## src/sv/fl8_pkg.sv

```systemverilog
// ----------------------------------------------------------------------------
// fl8_pkg: shared types and constants for the fletcher-8 packet framer
// Command kinds passed from the front end to the back end, the command
// transaction layout and the register map of the configuration port.
// ----------------------------------------------------------------------------
package fl8_pkg;

   // widths fixed by the field layout
   localparam int BYTE_W      = 8;
   localparam int LEN_W       = 16;
   localparam int CSR_INDEX_W = 2;
   localparam int STEP_W      = 3;

   // default depth of the command queue between front and back
   localparam int CMD_QUEUE_DEPTH = 4;

   // configuration register indexes
   localparam logic [CSR_INDEX_W-1:0] CSR_SYNC_FIRST  = 2'd0;
   localparam logic [CSR_INDEX_W-1:0] CSR_SYNC_SECOND = 2'd1;

   // back end step numbers
   localparam logic [STEP_W-1:0] STEP_SYNC_FIRST  = 3'd0;
   localparam logic [STEP_W-1:0] STEP_SYNC_SECOND = 3'd1;
   localparam logic [STEP_W-1:0] STEP_TYPE        = 3'd2;
   localparam logic [STEP_W-1:0] STEP_LEN_LOW     = 3'd3;
   localparam logic [STEP_W-1:0] STEP_LEN_HIGH    = 3'd4;
   localparam logic [STEP_W-1:0] STEP_HDR_SUM_A   = 3'd5;
   localparam logic [STEP_W-1:0] STEP_HDR_SUM_B   = 3'd6;
   localparam logic [STEP_W-1:0] STEP_DATA        = 3'd0;
   localparam logic [STEP_W-1:0] STEP_DAT_SUM_A   = 3'd1;
   localparam logic [STEP_W-1:0] STEP_DAT_SUM_B   = 3'd2;

   // classified command kinds
   typedef enum logic [1:0] {
      CMD_START,
      CMD_DATA,
      CMD_MISUSE
   } cmd_kind_type;

   // one command transaction through the queue
   typedef struct packed {
      cmd_kind_type          kind;
      logic [BYTE_W-1:0]     frame_type;
      logic [LEN_W-1:0]      payload_length;
      logic [BYTE_W-1:0]     data_byte;
      logic                  zero_len;    // start of an empty frame
      logic                  last_byte;   // data byte that closes the frame
   } cmd_type;

endpackage

```

## src/sv/fletcher8_packet_framer.sv

```systemverilog
// ----------------------------------------------------------------------------
// fletcher8_packet_framer: framed byte packets with fletcher-8 checksum
//
//   channel   direction  handshake              payload
//   req       in         req_push / req_full    req_type, frame_type,
//                                               payload_length, data_byte
//   rsp       out        rsp_empty / rsp_pop    out_byte, run_last,
//                                               frame_end, misuse
//   csr       in         csr_valid / csr_ready  csr_index, csr_wdata
//
// One response byte per cycle leaves the sequencer while the receiver pops and
// commands are queued; a data request gives one byte, a start request five,
// and a frame close adds two checksum bytes. Requests are taken every cycle
// until the command queue (QUEUE_DEPTH entries) fills. A request passes the
// command queue and the registered response stage before its first byte shows.
// Synchronous reset empties the queue and response stage and clears sums.
// csr writes are always taken.
// ----------------------------------------------------------------------------
module fletcher8_packet_framer #(
   parameter int QUEUE_DEPTH = fl8_pkg::CMD_QUEUE_DEPTH
) (
   input  logic                              clock,
   input  logic                              reset,
   input  logic                              req_push,
   output logic                              req_full,
   input  logic                              req_type,
   input  logic [fl8_pkg::BYTE_W-1:0]        req_frame_type,
   input  logic [fl8_pkg::LEN_W-1:0]         req_payload_length,
   input  logic [fl8_pkg::BYTE_W-1:0]        req_data_byte,
   output logic                              rsp_empty,
   input  logic                              rsp_pop,
   output logic [fl8_pkg::BYTE_W-1:0]        rsp_out_byte,
   output logic                              rsp_run_last,
   output logic                              rsp_frame_end,
   output logic                              rsp_misuse,
   input  logic                              csr_valid,
   output logic                              csr_ready,
   input  logic [fl8_pkg::CSR_INDEX_W-1:0]   csr_index,
   input  logic [fl8_pkg::BYTE_W-1:0]        csr_wdata
);
   import fl8_pkg::*;

   logic [BYTE_W-1:0]  sync_first_ff, sync_second_ff;
   cmd_type            front_cmd, head_cmd;
   logic               cmd_push, queue_full, queue_empty, queue_pop;

   // configuration registers
   assign csr_ready = 1'b1;

   always_ff @(posedge clock) begin
      if (reset) begin
         sync_first_ff  <= '0;
         sync_second_ff <= '0;
      end else if (csr_valid && csr_ready) begin
         if (csr_index == CSR_SYNC_FIRST) begin
            sync_first_ff <= csr_wdata;
         end else if (csr_index == CSR_SYNC_SECOND) begin
            sync_second_ff <= csr_wdata;
         end
      end
   end

   // front end classifier
   fl8_front u_front (
      .clock              (clock),
      .reset              (reset),
      .req_push           (req_push),
      .req_type           (req_type),
      .req_frame_type     (req_frame_type),
      .req_payload_length (req_payload_length),
      .req_data_byte      (req_data_byte),
      .queue_full         (queue_full),
      .cmd_push           (cmd_push),
      .cmd                (front_cmd)
   );

   assign req_full = queue_full;

   // command queue
   fl8_cmd_fifo #(
      .DEPTH (QUEUE_DEPTH)
   ) u_cmd_fifo (
      .clock    (clock),
      .reset    (reset),
      .push     (cmd_push),
      .push_cmd (front_cmd),
      .full     (queue_full),
      .pop      (queue_pop),
      .head_cmd (head_cmd),
      .empty    (queue_empty)
   );

   // back end sequencer
   fl8_back u_back (
      .clock         (clock),
      .reset         (reset),
      .sync_first    (sync_first_ff),
      .sync_second   (sync_second_ff),
      .head_cmd      (head_cmd),
      .queue_empty   (queue_empty),
      .queue_pop     (queue_pop),
      .rsp_pop       (rsp_pop),
      .rsp_empty     (rsp_empty),
      .rsp_out_byte  (rsp_out_byte),
      .rsp_run_last  (rsp_run_last),
      .rsp_frame_end (rsp_frame_end),
      .rsp_misuse    (rsp_misuse)
   );

   // frame end is always the last byte of its transaction
   a_frame_end_last: assert property (@(posedge clock) disable iff (reset)
      (!rsp_empty && rsp_frame_end) |-> rsp_run_last)
      else $error("frame end without run last");

   // misuse responses are single bytes that never close a frame
   a_misuse_alone: assert property (@(posedge clock) disable iff (reset)
      (!rsp_empty && rsp_misuse) |-> (rsp_run_last && !rsp_frame_end))
      else $error("misuse response malformed");

   // nothing is shown straight after reset
   a_reset_empty: assert property (@(posedge clock)
      reset |=> (rsp_empty && !req_full))
      else $error("block not empty after reset");

   // the queue never pops a command while empty
   a_no_pop_empty: assert property (@(posedge clock) disable iff (reset)
      queue_empty |-> !queue_pop)
      else $error("command popped from empty queue");

endmodule

```

## src/sv/fl8_front.sv

```systemverilog
// ----------------------------------------------------------------------------
// fl8_front: request classifier
// Accepts request transactions, tracks the open frame and the bytes still
// expected, and turns each request into one command for the back end.
// ----------------------------------------------------------------------------
module fl8_front (
   input  logic                         clock,
   input  logic                         reset,
   input  logic                         req_push,
   input  logic                         req_type,
   input  logic [fl8_pkg::BYTE_W-1:0]   req_frame_type,
   input  logic [fl8_pkg::LEN_W-1:0]    req_payload_length,
   input  logic [fl8_pkg::BYTE_W-1:0]   req_data_byte,
   input  logic                         queue_full,
   output logic                         cmd_push,
   output fl8_pkg::cmd_type             cmd
);
   import fl8_pkg::*;

   logic              frame_open_ff, frame_open_in;
   logic [LEN_W-1:0]  bytes_left_ff, bytes_left_in;
   logic              accept;
   logic              closing;

   assign accept   = req_push && !queue_full;
   assign cmd_push = accept;
   assign closing  = (bytes_left_ff == LEN_W'(1));

   // classify the request and work out the frame state after it
   always_comb begin
      frame_open_in       = frame_open_ff;
      bytes_left_in       = bytes_left_ff;
      cmd.frame_type      = req_frame_type;
      cmd.payload_length  = req_payload_length;
      cmd.data_byte       = req_data_byte;
      cmd.zero_len        = (req_payload_length == '0);
      cmd.last_byte       = closing;
      if (req_type == 1'b0) begin
         cmd.kind      = CMD_START;
         bytes_left_in = req_payload_length;
         frame_open_in = (req_payload_length != '0);
      end else if (!frame_open_ff) begin
         cmd.kind = CMD_MISUSE;
      end else begin
         cmd.kind      = CMD_DATA;
         bytes_left_in = bytes_left_ff - LEN_W'(1);
         frame_open_in = !closing;
      end
   end

   // frame tracking registers
   always_ff @(posedge clock) begin
      if (reset) begin
         frame_open_ff <= 1'b0;
         bytes_left_ff <= '0;
      end else if (accept) begin
         frame_open_ff <= frame_open_in;
         bytes_left_ff <= bytes_left_in;
      end
   end

endmodule

```

## src/sv/fl8_cmd_fifo.sv

```systemverilog
// ----------------------------------------------------------------------------
// fl8_cmd_fifo: command queue
// Short first-in first-out queue of command transactions that decouples the
// classifier from the byte sequencer.
// ----------------------------------------------------------------------------
module fl8_cmd_fifo #(
   parameter int DEPTH = fl8_pkg::CMD_QUEUE_DEPTH
) (
   input  logic              clock,
   input  logic              reset,
   input  logic              push,
   input  fl8_pkg::cmd_type  push_cmd,
   output logic              full,
   input  logic              pop,
   output fl8_pkg::cmd_type  head_cmd,
   output logic              empty
);
   import fl8_pkg::*;

   localparam int PTR_W = (DEPTH > 1) ? $clog2(DEPTH) : 1;
   localparam int CNT_W = $clog2(DEPTH + 1);

   cmd_type            mem_ff [DEPTH];
   logic [PTR_W-1:0]   wr_ptr_ff, wr_ptr_in;
   logic [PTR_W-1:0]   rd_ptr_ff, rd_ptr_in;
   logic [CNT_W-1:0]   count_ff, count_in;
   logic               do_push, do_pop;

   assign full     = (count_ff == CNT_W'(DEPTH));
   assign empty    = (count_ff == '0);
   assign do_push  = push && !full;
   assign do_pop   = pop && !empty;
   assign head_cmd = mem_ff[rd_ptr_ff];

   // pointer and fill count update
   always_comb begin
      wr_ptr_in = wr_ptr_ff;
      rd_ptr_in = rd_ptr_ff;
      count_in  = count_ff;
      if (do_push) begin
         wr_ptr_in = (wr_ptr_ff == PTR_W'(DEPTH - 1)) ? '0 : wr_ptr_ff + PTR_W'(1);
      end
      if (do_pop) begin
         rd_ptr_in = (rd_ptr_ff == PTR_W'(DEPTH - 1)) ? '0 : rd_ptr_ff + PTR_W'(1);
      end
      if (do_push && !do_pop) begin
         count_in = count_ff + CNT_W'(1);
      end else if (do_pop && !do_push) begin
         count_in = count_ff - CNT_W'(1);
      end
   end

   always_ff @(posedge clock) begin
      if (reset) begin
         wr_ptr_ff <= '0;
         rd_ptr_ff <= '0;
         count_ff  <= '0;
      end else begin
         wr_ptr_ff <= wr_ptr_in;
         rd_ptr_ff <= rd_ptr_in;
         count_ff  <= count_in;
      end
   end

   // storage
   always_ff @(posedge clock) begin
      if (do_push) begin
         mem_ff[wr_ptr_ff] <= push_cmd;
      end
   end

endmodule

```

## src/sv/fl8_back.sv

```systemverilog
// ----------------------------------------------------------------------------
// fl8_back: byte sequencer
// Walks each queued command through its output bytes, keeps the running
// Fletcher sums and drives the registered response stage.
// ----------------------------------------------------------------------------
module fl8_back (
   input  logic                         clock,
   input  logic                         reset,
   input  logic [fl8_pkg::BYTE_W-1:0]   sync_first,
   input  logic [fl8_pkg::BYTE_W-1:0]   sync_second,
   input  fl8_pkg::cmd_type             head_cmd,
   input  logic                         queue_empty,
   output logic                         queue_pop,
   input  logic                         rsp_pop,
   output logic                         rsp_empty,
   output logic [fl8_pkg::BYTE_W-1:0]   rsp_out_byte,
   output logic                         rsp_run_last,
   output logic                         rsp_frame_end,
   output logic                         rsp_misuse
);
   import fl8_pkg::*;

   logic [STEP_W-1:0]  step_ff;
   logic [BYTE_W-1:0]  sum_low_ff, sum_high_ff;
   logic               out_valid_ff;
   logic [BYTE_W-1:0]  out_byte_ff;
   logic               run_last_ff, frame_end_ff, misuse_ff;

   logic               load, fire;
   logic               final_step, accumulate, restart;
   logic [BYTE_W-1:0]  sel_byte;
   logic               sel_frame_end, sel_misuse;
   logic [BYTE_W-1:0]  base_low, base_high, new_low, new_high;

   assign load      = !out_valid_ff || rsp_pop;
   assign fire      = load && !queue_empty;
   assign queue_pop = fire && final_step;

   // decode the current command step
   always_comb begin
      sel_byte      = '0;
      sel_frame_end = 1'b0;
      sel_misuse    = 1'b0;
      final_step    = 1'b1;
      accumulate    = 1'b0;
      restart       = 1'b0;
      unique case (head_cmd.kind)
         CMD_START: begin
            accumulate = (step_ff <= STEP_LEN_HIGH);
            restart    = (step_ff == STEP_SYNC_FIRST);
            final_step = head_cmd.zero_len ? (step_ff == STEP_HDR_SUM_B)
                                           : (step_ff == STEP_LEN_HIGH);
            case (step_ff)
               STEP_SYNC_FIRST:  sel_byte = sync_first;
               STEP_SYNC_SECOND: sel_byte = sync_second;
               STEP_TYPE:        sel_byte = head_cmd.frame_type;
               STEP_LEN_LOW:     sel_byte = head_cmd.payload_length[BYTE_W-1:0];
               STEP_LEN_HIGH:    sel_byte = head_cmd.payload_length[LEN_W-1:BYTE_W];
               STEP_HDR_SUM_A:   sel_byte = sum_low_ff;
               default:          sel_byte = sum_high_ff;
            endcase
            sel_frame_end = (step_ff == STEP_HDR_SUM_B);
         end
         CMD_DATA: begin
            accumulate = (step_ff == STEP_DATA);
            final_step = head_cmd.last_byte ? (step_ff == STEP_DAT_SUM_B)
                                            : (step_ff == STEP_DATA);
            case (step_ff)
               STEP_DATA:      sel_byte = head_cmd.data_byte;
               STEP_DAT_SUM_A: sel_byte = sum_low_ff;
               default:        sel_byte = sum_high_ff;
            endcase
            sel_frame_end = (step_ff == STEP_DAT_SUM_B);
         end
         default: begin
            sel_misuse = 1'b1;
         end
      endcase
   end

   // fletcher update, fresh sums at the first sync byte
   assign base_low  = restart ? '0 : sum_low_ff;
   assign base_high = restart ? '0 : sum_high_ff;
   assign new_low   = base_low + sel_byte;
   assign new_high  = base_high + new_low;

   // step counter, sums and response valid
   always_ff @(posedge clock) begin
      if (reset) begin
         step_ff      <= '0;
         sum_low_ff   <= '0;
         sum_high_ff  <= '0;
         out_valid_ff <= 1'b0;
      end else begin
         if (fire) begin
            step_ff <= final_step ? '0 : step_ff + STEP_W'(1);
            if (accumulate) begin
               sum_low_ff  <= new_low;
               sum_high_ff <= new_high;
            end
         end
         if (load) begin
            out_valid_ff <= !queue_empty;
         end
      end
   end

   // response payload
   always_ff @(posedge clock) begin
      if (fire) begin
         out_byte_ff  <= sel_byte;
         run_last_ff  <= final_step;
         frame_end_ff <= sel_frame_end;
         misuse_ff    <= sel_misuse;
      end
   end

   assign rsp_empty     = !out_valid_ff;
   assign rsp_out_byte  = out_byte_ff;
   assign rsp_run_last  = run_last_ff;
   assign rsp_frame_end = frame_end_ff;
   assign rsp_misuse    = misuse_ff;

endmodule

```

## config.mk

```make
export PLATFORM = sky130hd
export DESIGN_NAME = fletcher8_packet_framer
export DESIGN_NICKNAME = d
export VERILOG_FILES = /design/src/sv/fl8_pkg.sv /design/src/sv/fletcher8_packet_framer.sv /design/src/sv/fl8_front.sv /design/src/sv/fl8_cmd_fifo.sv /design/src/sv/fl8_back.sv
export SDC_FILE = /design/constraint.sdc
export NUM_CORES = 1
export LEC_CHECK = 0
export ABC_AREA = 0
export BUFFER_PORTS_ARGS = -buffer_cell sky130_fd_sc_hd__buf_2
export CAP_MARGIN = 30
export CORE_MARGIN = 1
export CORE_UTILIZATION = 45
export CTS_BUF_LIST = sky130_fd_sc_hd__clkbuf_2
export CTS_CLUSTER_SIZE = 16
export DETAILED_ROUTE_END_ITERATION = 12
export GPL_TIMING_DRIVEN = 0
export PLACE_DENSITY = 0.62
export SLEW_MARGIN = 20
export SYNTH_ARGS = -nofsm -noshare
export SYNTH_HDL_FRONTEND = slang
export SYNTH_HIERARCHICAL = 1
export SYNTH_SLANG_ARGS = --single-unit
```

## constraint.sdc

```tcl
create_clock -name clock -period 6.8 [get_ports clock]
set_input_delay 1.36 -clock clock [delete_from_list [all_inputs] [get_ports clock]]
set_output_delay 1.36 -clock clock [all_outputs]
set_load 0.02 [all_outputs]
```

# Yosys cells after proc, flatten, opt, wreduce, memory -nomap -nowiden
# Memory sizes are Yosys's and may differ from the RTL's. A register that Yosys moved wholly into a read port is not among the register bits.
# Index checks and enable logic that the tools add are counted.
[totals] reg_bits=71 memories=1 output_inout_bits=14 word_cells=92 ram_bits=144 input_bits=48
[op_classes] order_cmp=1 mux=27 addsub=8 n_reduce_logical=26 bitwise_logic=1 eq_ne=13
[mem_list] name="u_cmd_fifo.mem_ff" depth=4 word_bits=36 read_ports=1 rd_ports_with_merged_regs=1 write_ports=1 line_no="fl8_cmd_fifo.sv:23" rtl="cmd_type mem_ff [DEPTH];"
[ops] op="case mux 8 bit (6 select lines)" count=1
[ops] op="two-way mux 16 bit" count=2
[ops] op="case mux 8 bit (2 select lines)" count=2
[ops] op="adder 8 bit" count=2
[ops] op="equality test 16 x 1 -> 1 bit, second input constant" count=1
[ops] op="logical NOT 16 bit" count=1
[ops] op="two-way mux 8 bit" count=2
[ops] op="nonzero test 16 bit" count=1
[ops] op="subtractor 16 x 1 -> 16 bit, second input constant" count=1
[ops] op="equality test 3 bit, second input constant" count=4
[ops] op="two-way mux 2 bit" count=6
[ops] op="two-way mux 3 bit" count=3
[ops] op="two-way mux 1 bit" count=8
[ops] op="logical AND 1 bit" count=7
[ops] op="adder 3 x 1 -> 3 bit, second input constant" count=2
[ops] op="equality test 3 x 2 -> 1 bit, second input constant" count=2
[ops] op="logical NOT 1 bit" count=6
[ops] op="logical NOT 3 bit" count=2
[ops] op="case mux 1 bit (2 select lines)" count=3
[ops] op="AND reduction 2 bit" count=3
[ops] op="adder 2 x 1 -> 2 bit, second input constant" count=2
[ops] op="equality test 2 x 1 -> 1 bit, second input constant" count=2
[ops] op="equality test 2 bit, second input constant" count=2
[ops] op="logical NOT 2 bit" count=2
[ops] op="9 further kinds" count=9

# Logic depth before layout (Yosys ltp)
# Gate-level depths: netlist of run 1.
[depth] word_depth=8 depth_mapped=22 mapped_depth_nobuf=20

# Cells and area by module
# Netlist of run 1, hierarchy kept.
[by_module_without_submodules] module="fl8_cmd_fifo" cells_per_inst=238 seq_area_each_um2=4504.3 n_inst=1 area_each_um2=5699.2
[by_module_without_submodules] module="fl8_back" cells_per_inst=277 seq_area_each_um2=730.7 n_inst=1 area_each_um2=2516.2
[by_module_without_submodules] module="fl8_front" cells_per_inst=195 seq_area_each_um2=340.3 n_inst=1 area_each_um2=1437.6
[by_module_without_submodules] module="fletcher8_packet_framer" cells_per_inst=66 seq_area_each_um2=320.3 n_inst=1 area_each_um2=699.4

# Worst setup path after synthesis of run 1
# Ideal clock, no wire load.
[synth_timing] path_kind="reg2reg" start="reg (tool-made name)" end="reg u_back.sum_high_ff[7]" arrival_time_ns=4.340 period_less_slack_ns=4.469 t_required_ns=6.670 setup_ns=0.130 path_slack_ns=2.331 stages_incl_launch_ff=21 n_path_buf=4 cell_sequence="dfxtp_1 > buf_4 > buf_6 > mux4_2 > buf_2 > nor2_1 > and2_0 > clkbuf_1 > nor2b_1 > ha_1 > fa_1 > a21o_1 > a21oi_1 > o21bai_1 > a21oi_1 > xnor2_1 > ha_1 > a2111oi_0 > nor3_1 > mux2i_1 > a31oi_1"
[synth_lines] item="to (signal assigned)" line_no="fl8_back.sv:99" rtl="sum_high_ff <= new_high;"
[synth_lines] item="to (decl)" line_no="fl8_back.sv:24" rtl="logic [BYTE_W-1:0] sum_low_ff, sum_high_ff;"

==> results of run 1 <==
[cell families after synthesis]
family | after synthesis | share of synthesized area [%]
flops | 217 | 56.95
simple gates | 191 | 10.30
compound gates | 141 | 9.814
buf+inv | 103 | 5.801
mux | 77 | 11.89
fa+ha+maj | 31 | 3.940
xor+xnor | 15 | 1.269
other cells | 1 | 0.03622
[synthesized netlist by cell type (3+ instances only)]
master / count / area share [%]
buf_4: 36 / 2.6
a221o_1: 10 / 0.97
and3_1: 6 / 0.36
a21o_1: 6 / 0.44
nand2_1: 16 / 0.58
nor3_1: 14 / 0.68
o31ai_1: 3 / 0.22
o211ai_1: 3 / 0.22
dfxtp_1: 62 / 12
nand2b_1: 31 / 1.9
a22oi_1: 5 / 0.36
xnor2_1: 12 / 1.0
nand3_1: 8 / 0.39
fa_1: 3 / 0.58
or2_2: 3 / 0.18
a22o_1: 6 / 0.51
o21ai_0: 12 / 0.58
nor2b_1: 20 / 1.2
a222oi_1: 3 / 0.29
nor2_1: 46 / 1.7
or3_1: 6 / 0.36
mux4_2: 36 / 7.8
o32ai_1: 3 / 0.25
inv_1: 22 / 0.80
o21bai_1: 3 / 0.22
buf_2: 11 / 0.53
a221oi_1: 12 / 1.0
nor3b_1: 3 / 0.22
mux2_2: 8 / 0.87
a31oi_1: 3 / 0.18
a211oi_1: 6 / 0.44
mux2i_1: 33 / 3.2
buf_6: 6 / 0.65
xor2_1: 3 / 0.25
or3b_1: 3 / 0.25
clkbuf_1: 23 / 0.83
edfxtp_1: 155 / 45
nor4_1: 13 / 0.79
ha_1: 27 / 3.3
a21oi_1: 43 / 2.1
[how the worst min path moves through the flow]
stage,from,endpoint,slack (ns),cells past startpoint
finish,sync_second_ff[2],sync_second_ff[2],0.48,2
global route,sync_second_ff[2],sync_second_ff[2],0.50,2
CTS,sync_second_ff[2],sync_second_ff[2],0.49,2
detailed placement,sync_second_ff[5],sync_second_ff[5],0.47,2
global placement,sync_first_ff[2],sync_first_ff[2],0.46,2
floorplan,sync_second_ff[2],sync_second_ff[2],0.45,2
[area by class of cell]
cell class / instances / share of cell area, %
clock buffers: 88 / 3.803
clock inverters: 17 / 1.080
flip-flops and latches: 217 / 50.90
inverters: 24 / 0.9398
well taps: 285 / 3.079
diodes: 1 / 0.02161
multi-input cells: 456 / 33.34
repair buffers: 48 / 2.593
plain buffers: 79 / 4.245
[where the power goes]
part	switching [mW]	internal (mW)
clock	0.533	0.422
combinational	0.993	0.728
sequential	0.107	1.67
total	1.63	2.82
[worst max-delay path, cell delays in order (launching register included)]
cell	delay, ns
dfxtp_1	0.32
clkbuf_2	0.29
buf_2	0.36
mux4_2	0.34
buf_2	0.23
inv_1	0.14
clkbuf_1	0.40
a221oi_1	0.10
a221oi_1	0.51
ha_1	0.30
fa_1	0.50
ha_1	0.30
a21o_1	0.17
a21oi_1	0.24
o21bai_1	0.15
a2111oi_0	0.61
nor3_1	0.14
mux2i_1	0.15
a31oi_1	0.10
[through the flow]
| step | hold slack, ns | power [mW] | util (%) | setup slack, ns | instance area (um2) |
|---|---|---|---|---|---|
| floorplan | 0.4462 | 3.060 | - | 2.331 | 10350 |
| global placement | 0.4594 | 3.494 | 48.42 | 1.356 | 10930 |
| detailed placement | 0.4696 | 3.520 | 48.80 | 1.429 | 11010 |
| CTS | 0.4860 | 4.486 | 51.30 | 1.380 | 11580 |
| global route | 0.4994 | 4.740 | 51.31 | 0.8544 | 11580 |
| finish | 0.4795 | 4.457 | 51.31 | 1.338 | 11580 |
[flip-flops by register name, summed over array words and instances (netlist names), 8 cells and up, named ones only]
| signal | flops |
|---|---|
| u_back/sum_high_ff | 8 |
| u_back/rsp_out_byte | 8 |
| u_front/bytes_left_ff | 16 |
| u_cmd_fifo/mem_ff | 144 |
| sync_first_ff | 8 |
| sync_second_ff | 8 |
| u_back/sum_low_ff | 8 |
[metal layers]
layer / vias up / global-route usage (%) / wire, um
li1: 3203 / - / -
met1: 3279 / 28.42 / 10710
met2: 250 / 31.13 / 10550
met3: 52 / 4.791 / 1518
met4: 0 / 7.857 / 679
met5: - / 0 / 0
==> flow_metrics.env, run 1 <==
export IMPL_drt_wl_total_mm=23.46
export IMPL_cts_resized=0
export IMPL_avgRoutedWirePerCell_um=19.31
export IMPL_antenna_found_initial=1
export IMPL_peakVddDrop_v=0.0001498
export IMPL_area_delta_synth_final_pct=11.88
export IMPL_r2r_slack_ns=1.34
export IMPL_crit_path_end_kind="register"
export IMPL_yosysWarnings=6
export IMPL_cts_sinks=217
export IMPL_ys_ff_latch=217
export IMPL_power_leakage_nw=4.439
export IMPL_reg2reg_depth=18
export IMPL_drtIter0Drc=404
export IMPL_layout_commonest_cell="edfxtp_1"
export IMPL_fin_nets=960
export IMPL_post_cts_buffers=0
export IMPL_worstMarginPinSlew_ns=0.7654
export IMPL_die_x_um=153.7
export IMPL_fin_setup_tns_ns=0
export IMPL_vias=6784
export IMPL_multiInputGateArea_um2=3861
export IMPL_cts_max_level=2
export IMPL_hpwl_mm=16.39
export IMPL_power_density_nw_per_um2=384.8
export IMPL_io_buffer_count=44
export IMPL_hold_path_class="register to register"
export IMPL_first_pass_iters=5
export IMPL_final_seq_area_um2=5896
export IMPL_period_minus_slack_ns=5.462
export IMPL_clk_latency_ns=0.87
export IMPL_drc=0
export IMPL_reg2reg_to="u_back/sum_high_ff[7]"
export IMPL_status="finished clean"
export IMPL_synth_cell_types=82
export IMPL_setup_viol=0
export IMPL_place_inst=1109
export IMPL_drv_slew=0
export IMPL_critical_path_endpoint="u_back/sum_high_ff[7]"
export IMPL_final_antenna_net_count=0
export IMPL_cts_tree="built"
export IMPL_synth_enable_flop_cells=155
export IMPL_path_class="register to register"
export IMPL_cts_root_buffer="clkbuf_2"
export IMPL_crit_path_max_fanout=10
export IMPL_fin_crit_sh_pct=80.32
export IMPL_globalRouteTotalUtil_pct=20.45
export IMPL_avgSynthCellArea_um2=13.34
export IMPL_synth_flop_cell="edfxtp_1"
export IMPL_die_area_um2=23620
export IMPL_start_util_pct=45.86
export IMPL_mostFrequentLayoutCells="155 x edfxtp_1, 89 x clkbuf_2, 62 x dfxtp_1"
export IMPL_holdBufCountCts=0
export IMPL_fmax_ghz=0.1831
export IMPL_final_cells=1215
export IMPL_gp_congestion=0.9149
export IMPL_ios=62
export IMPL_fillers=2015
export IMPL_clkTransAtPathRegs_ns=0.10
export IMPL_hold_viol=0
export IMPL_num_rows=55
export IMPL_grt_max_degree=28
export IMPL_fin_skew_ns=0.08797
export IMPL_grt_pass1_wl_mm=36.79
export IMPL_core_area_um2=22570
export IMPL_seq_area_frac_synth_pct=56.95
export IMPL_rsz0062_at_grt="no"
export IMPL_syn_nets=854
export IMPL_drive_gt1_share_pct=27.88
export IMPL_arrival_ns=6.19
export IMPL_drv_cap=0
export IMPL_syn_area_um2=10350
export IMPL_grt_pass1_vias=6710
export IMPL_grt_overflow_total=0
export IMPL_cts_buffer_depth=3
export IMPL_setup_worst_path_start_class="register"
export IMPL_synthArstFlopShare_pct=0
export IMPL_numCtsBuffers=56
export IMPL_die_h_um=153.7
export IMPL_worstPathRequired_ns=7.53
export IMPL_relSlewSlack_pct=48.97
export IMPL_synthCells=776
export IMPL_via_per_inst=5.584
Power figures use the tool's default switching activity.
==> run 2: changes to the inputs <==
--- a/config.mk
+++ b/config.mk
@@ -14,7 +14,7 @@
 export CTS_CLUSTER_SIZE = 16
 export DETAILED_ROUTE_END_ITERATION = 12
 export GPL_TIMING_DRIVEN = 0
-export PLACE_DENSITY = 0.62
+export PLACE_DENSITY = 0.64
 export SLEW_MARGIN = 20
 export SYNTH_ARGS = -nofsm -noshare
 export SYNTH_HDL_FRONTEND = slang
==> constraint.sdc (replaced) <==
create_clock -name clock -period 5 [get_ports clock]
set_input_delay 1 -clock clock [delete_from_list [all_inputs] [get_ports clock]]
set_output_delay 1 -clock clock [all_outputs]
set_load 0.02 [all_outputs]
==> run 2 against run 1 <==
  * Hold slack worse by 0.094 ns
  * Critical path depth up 2
  * Largest power group unchanged
  * Final cell count down 0.16%
==> flow_metrics.env, run 2 (same netlist as run 1, synthesis figures left out) <==
export IMPL_status="finished clean"
export IMPL_timing_final_ws_setup_ns=0.2782
export IMPL_worstPathRequired_ns=5.69
export IMPL_power_density_nw_per_um2=512.8
export IMPL_avgRoutedWirePerCell_um=18.91
export IMPL_start_util_pct=45.86
export IMPL_power_mw=5.947
export IMPL_largest_reg_flops=144
export IMPL_cts_max_level=2
export IMPL_grt_pass1_vias=6628
export IMPL_setup_worst_path_start_class="register"
export IMPL_num_rows=55
export IMPL_cts_buffer_depth=3
export IMPL_hpwl_mm=16.10
export IMPL_power_leakage_nw=4.403
export IMPL_clk_latency_ns=0.81
export IMPL_clkTransAtPathRegs_ns=0.11
export IMPL_grt_max_degree=29
export IMPL_rsz0062_at_grt="no"
export IMPL_core_area_um2=22570
export IMPL_top_regs="u_cmd_fifo/mem_ff (144), u_front/bytes_left_ff (16)"
export IMPL_relSlewSlack_pct=48.31
export IMPL_die_h_um=153.7
export IMPL_hold_depth=1
export IMPL_die_area_um2=23620
export IMPL_reg2reg_depth=20
export IMPL_fillers=2021
export IMPL_grt_pass1_wl_mm=36.29
export IMPL_dpl_worst_slack_ns=-0.4239
export IMPL_crit_path_end_kind="register"
export IMPL_final_cells=1213
export IMPL_place_area_um2=11010
export IMPL_cts_root_buffer="clkbuf_2"
export IMPL_drv_cap=0
export IMPL_path_class="register to register"
export IMPL_area_delta_synth_final_pct=12.03
export IMPL_globalRouteTotalUtil_pct=19.91
export IMPL_fin_crit_sh_pct=94.44
export IMPL_slowest_stage="mux4_2"
export IMPL_die_x_um=153.7
export IMPL_cts_tree="built"
export IMPL_fin_nets=959
export IMPL_layout_commonest_cell="edfxtp_1"
export IMPL_drc=0
export IMPL_fin_skew_ns=0.05065
export IMPL_io_buffer_count=44
export IMPL_crit_path_max_fanout=10
export IMPL_first_pass_iters=7
export IMPL_numCtsBuffers=54
export IMPL_mostFrequentLayoutCells="155 x edfxtp_1, 75 x clkbuf_2, 61 x dfxtp_1"
export IMPL_path_delay_family="compound AO/OA/AOI/OAI gates"
export IMPL_grt_overflow_total=0
export IMPL_hold_path_class="input pin to register"
export IMPL_gp_congestion=0.8987
export IMPL_setup_viol=0
export IMPL_antenna_found_initial=2
export IMPL_cts_sinks=217
export IMPL_vias=6737
export IMPL_drive_gt1_share_pct=28.19
export IMPL_hold_viol=0
export IMPL_arrival_ns=5.41
export IMPL_via_per_inst=5.554
export IMPL_drtIter0Drc=459
export IMPL_period_minus_slack_ns=4.722
export IMPL_peakVddDrop_v=0.0001987
export IMPL_drt_wl_total_mm=22.94
export IMPL_slowest_delay_ns=0.54
export IMPL_worstMarginPinSlew_ns=0.7683
export IMPL_critPathBufInv=2
export IMPL_worstPathCellList="buf_6 -> buf_8 -> mux4_2 -> a22o_1 -> a221oi_2 -> o211ai_1 -> o21ai_0 -> a221oi_2 -> ha_1 -> fa_1 -> a21o_1 -> a21oi_2 -> o21bai_1 -> a21oi_1 -> xnor2_1 -> ha_1 -> a2111o_1 -> a21oi_1 -> mux2i_1 -> a31oi_1"
export IMPL_fmax_ghz=0.2118
export IMPL_place_inst=1109
export IMPL_utilization_pct=51.38
export IMPL_drv_slew=0
export IMPL_top_register="u_cmd_fifo/mem_ff"
export IMPL_ios=62
export IMPL_cp_num_cells=20
export IMPL_final_antenna_net_count=0
export IMPL_postLayoutCellArea_um2=11600
run 2: changes by cell type in the layout (fill, tap and decap cells not counted), sizes merged:
cell,before,now
clkinvlp,0,2
bufinv,3,1
diode,1,2
inv,23,22
clkbuf,112,94
clkinv,15,28
buf,103,106
run 2: repair_timing:
action                                  4_1_cts  5_1_grt
setup buffers                                 0        4
gates cloned                                  0        1
hold buffers                                  0        0
endpoints found under the setup margin        2        1
pin swaps                                     0        1
resized for setup                             8       17
run 2: power by group:
part	total, mW	switching (mW)	internal (mW)
registers	2.42	0.144	2.28
logic	2.42	1.38	1.04
clock network	1.11	0.705	0.405
run 2: metrics by stage:
stage               setup TNS, ns  hold slack, ns
CTS                             0          0.3090
global placement          -0.4998          0.4601
detailed placement        -0.4685          0.4684
floorplan                       0          0.4462
global route                    0          0.3034
finish                          0          0.3854
run 2: layer usage:
layer / vias up / wire (um) / GRT usage, %
li1: 3194 / - / -
met1: 3253 / 10330 / 27.38
met2: 230 / 10320 / 30.43
met3: 60 / 1498 / 4.397
met4: 0 / 792 / 8.571
met5: - / 0 / 0
run 2: final timing paths:
kind / end / from / slack [ns]
setup / recovery: u_back/sum_high_ff[7] / register / 0.28
hold / removal: u_cmd_fifo/mem_ff[0][7] / req_data_byte[5] / 0.39
setup reg to reg: u_back/sum_high_ff[7] / register / 0.28
hold reg to reg: sync_first_ff[2] / sync_first_ff[2] / 0.48
run 2: layout make-up:
type                       count  area, um2  area share, %
antenna                        2      5.005        0.04315
clock buffer                  73      365.4          3.150
clock inverter                28      111.4         0.9602
timing repair inverter         1      5.005        0.04315
inverter                      24      112.6         0.9710
timing repair buffer          52      330.3          2.848
sequential                   217       5897          50.85
multi-input combinational    456       3924          33.83
tap                          285      356.6          3.075
buffer                        75      490.5          4.229
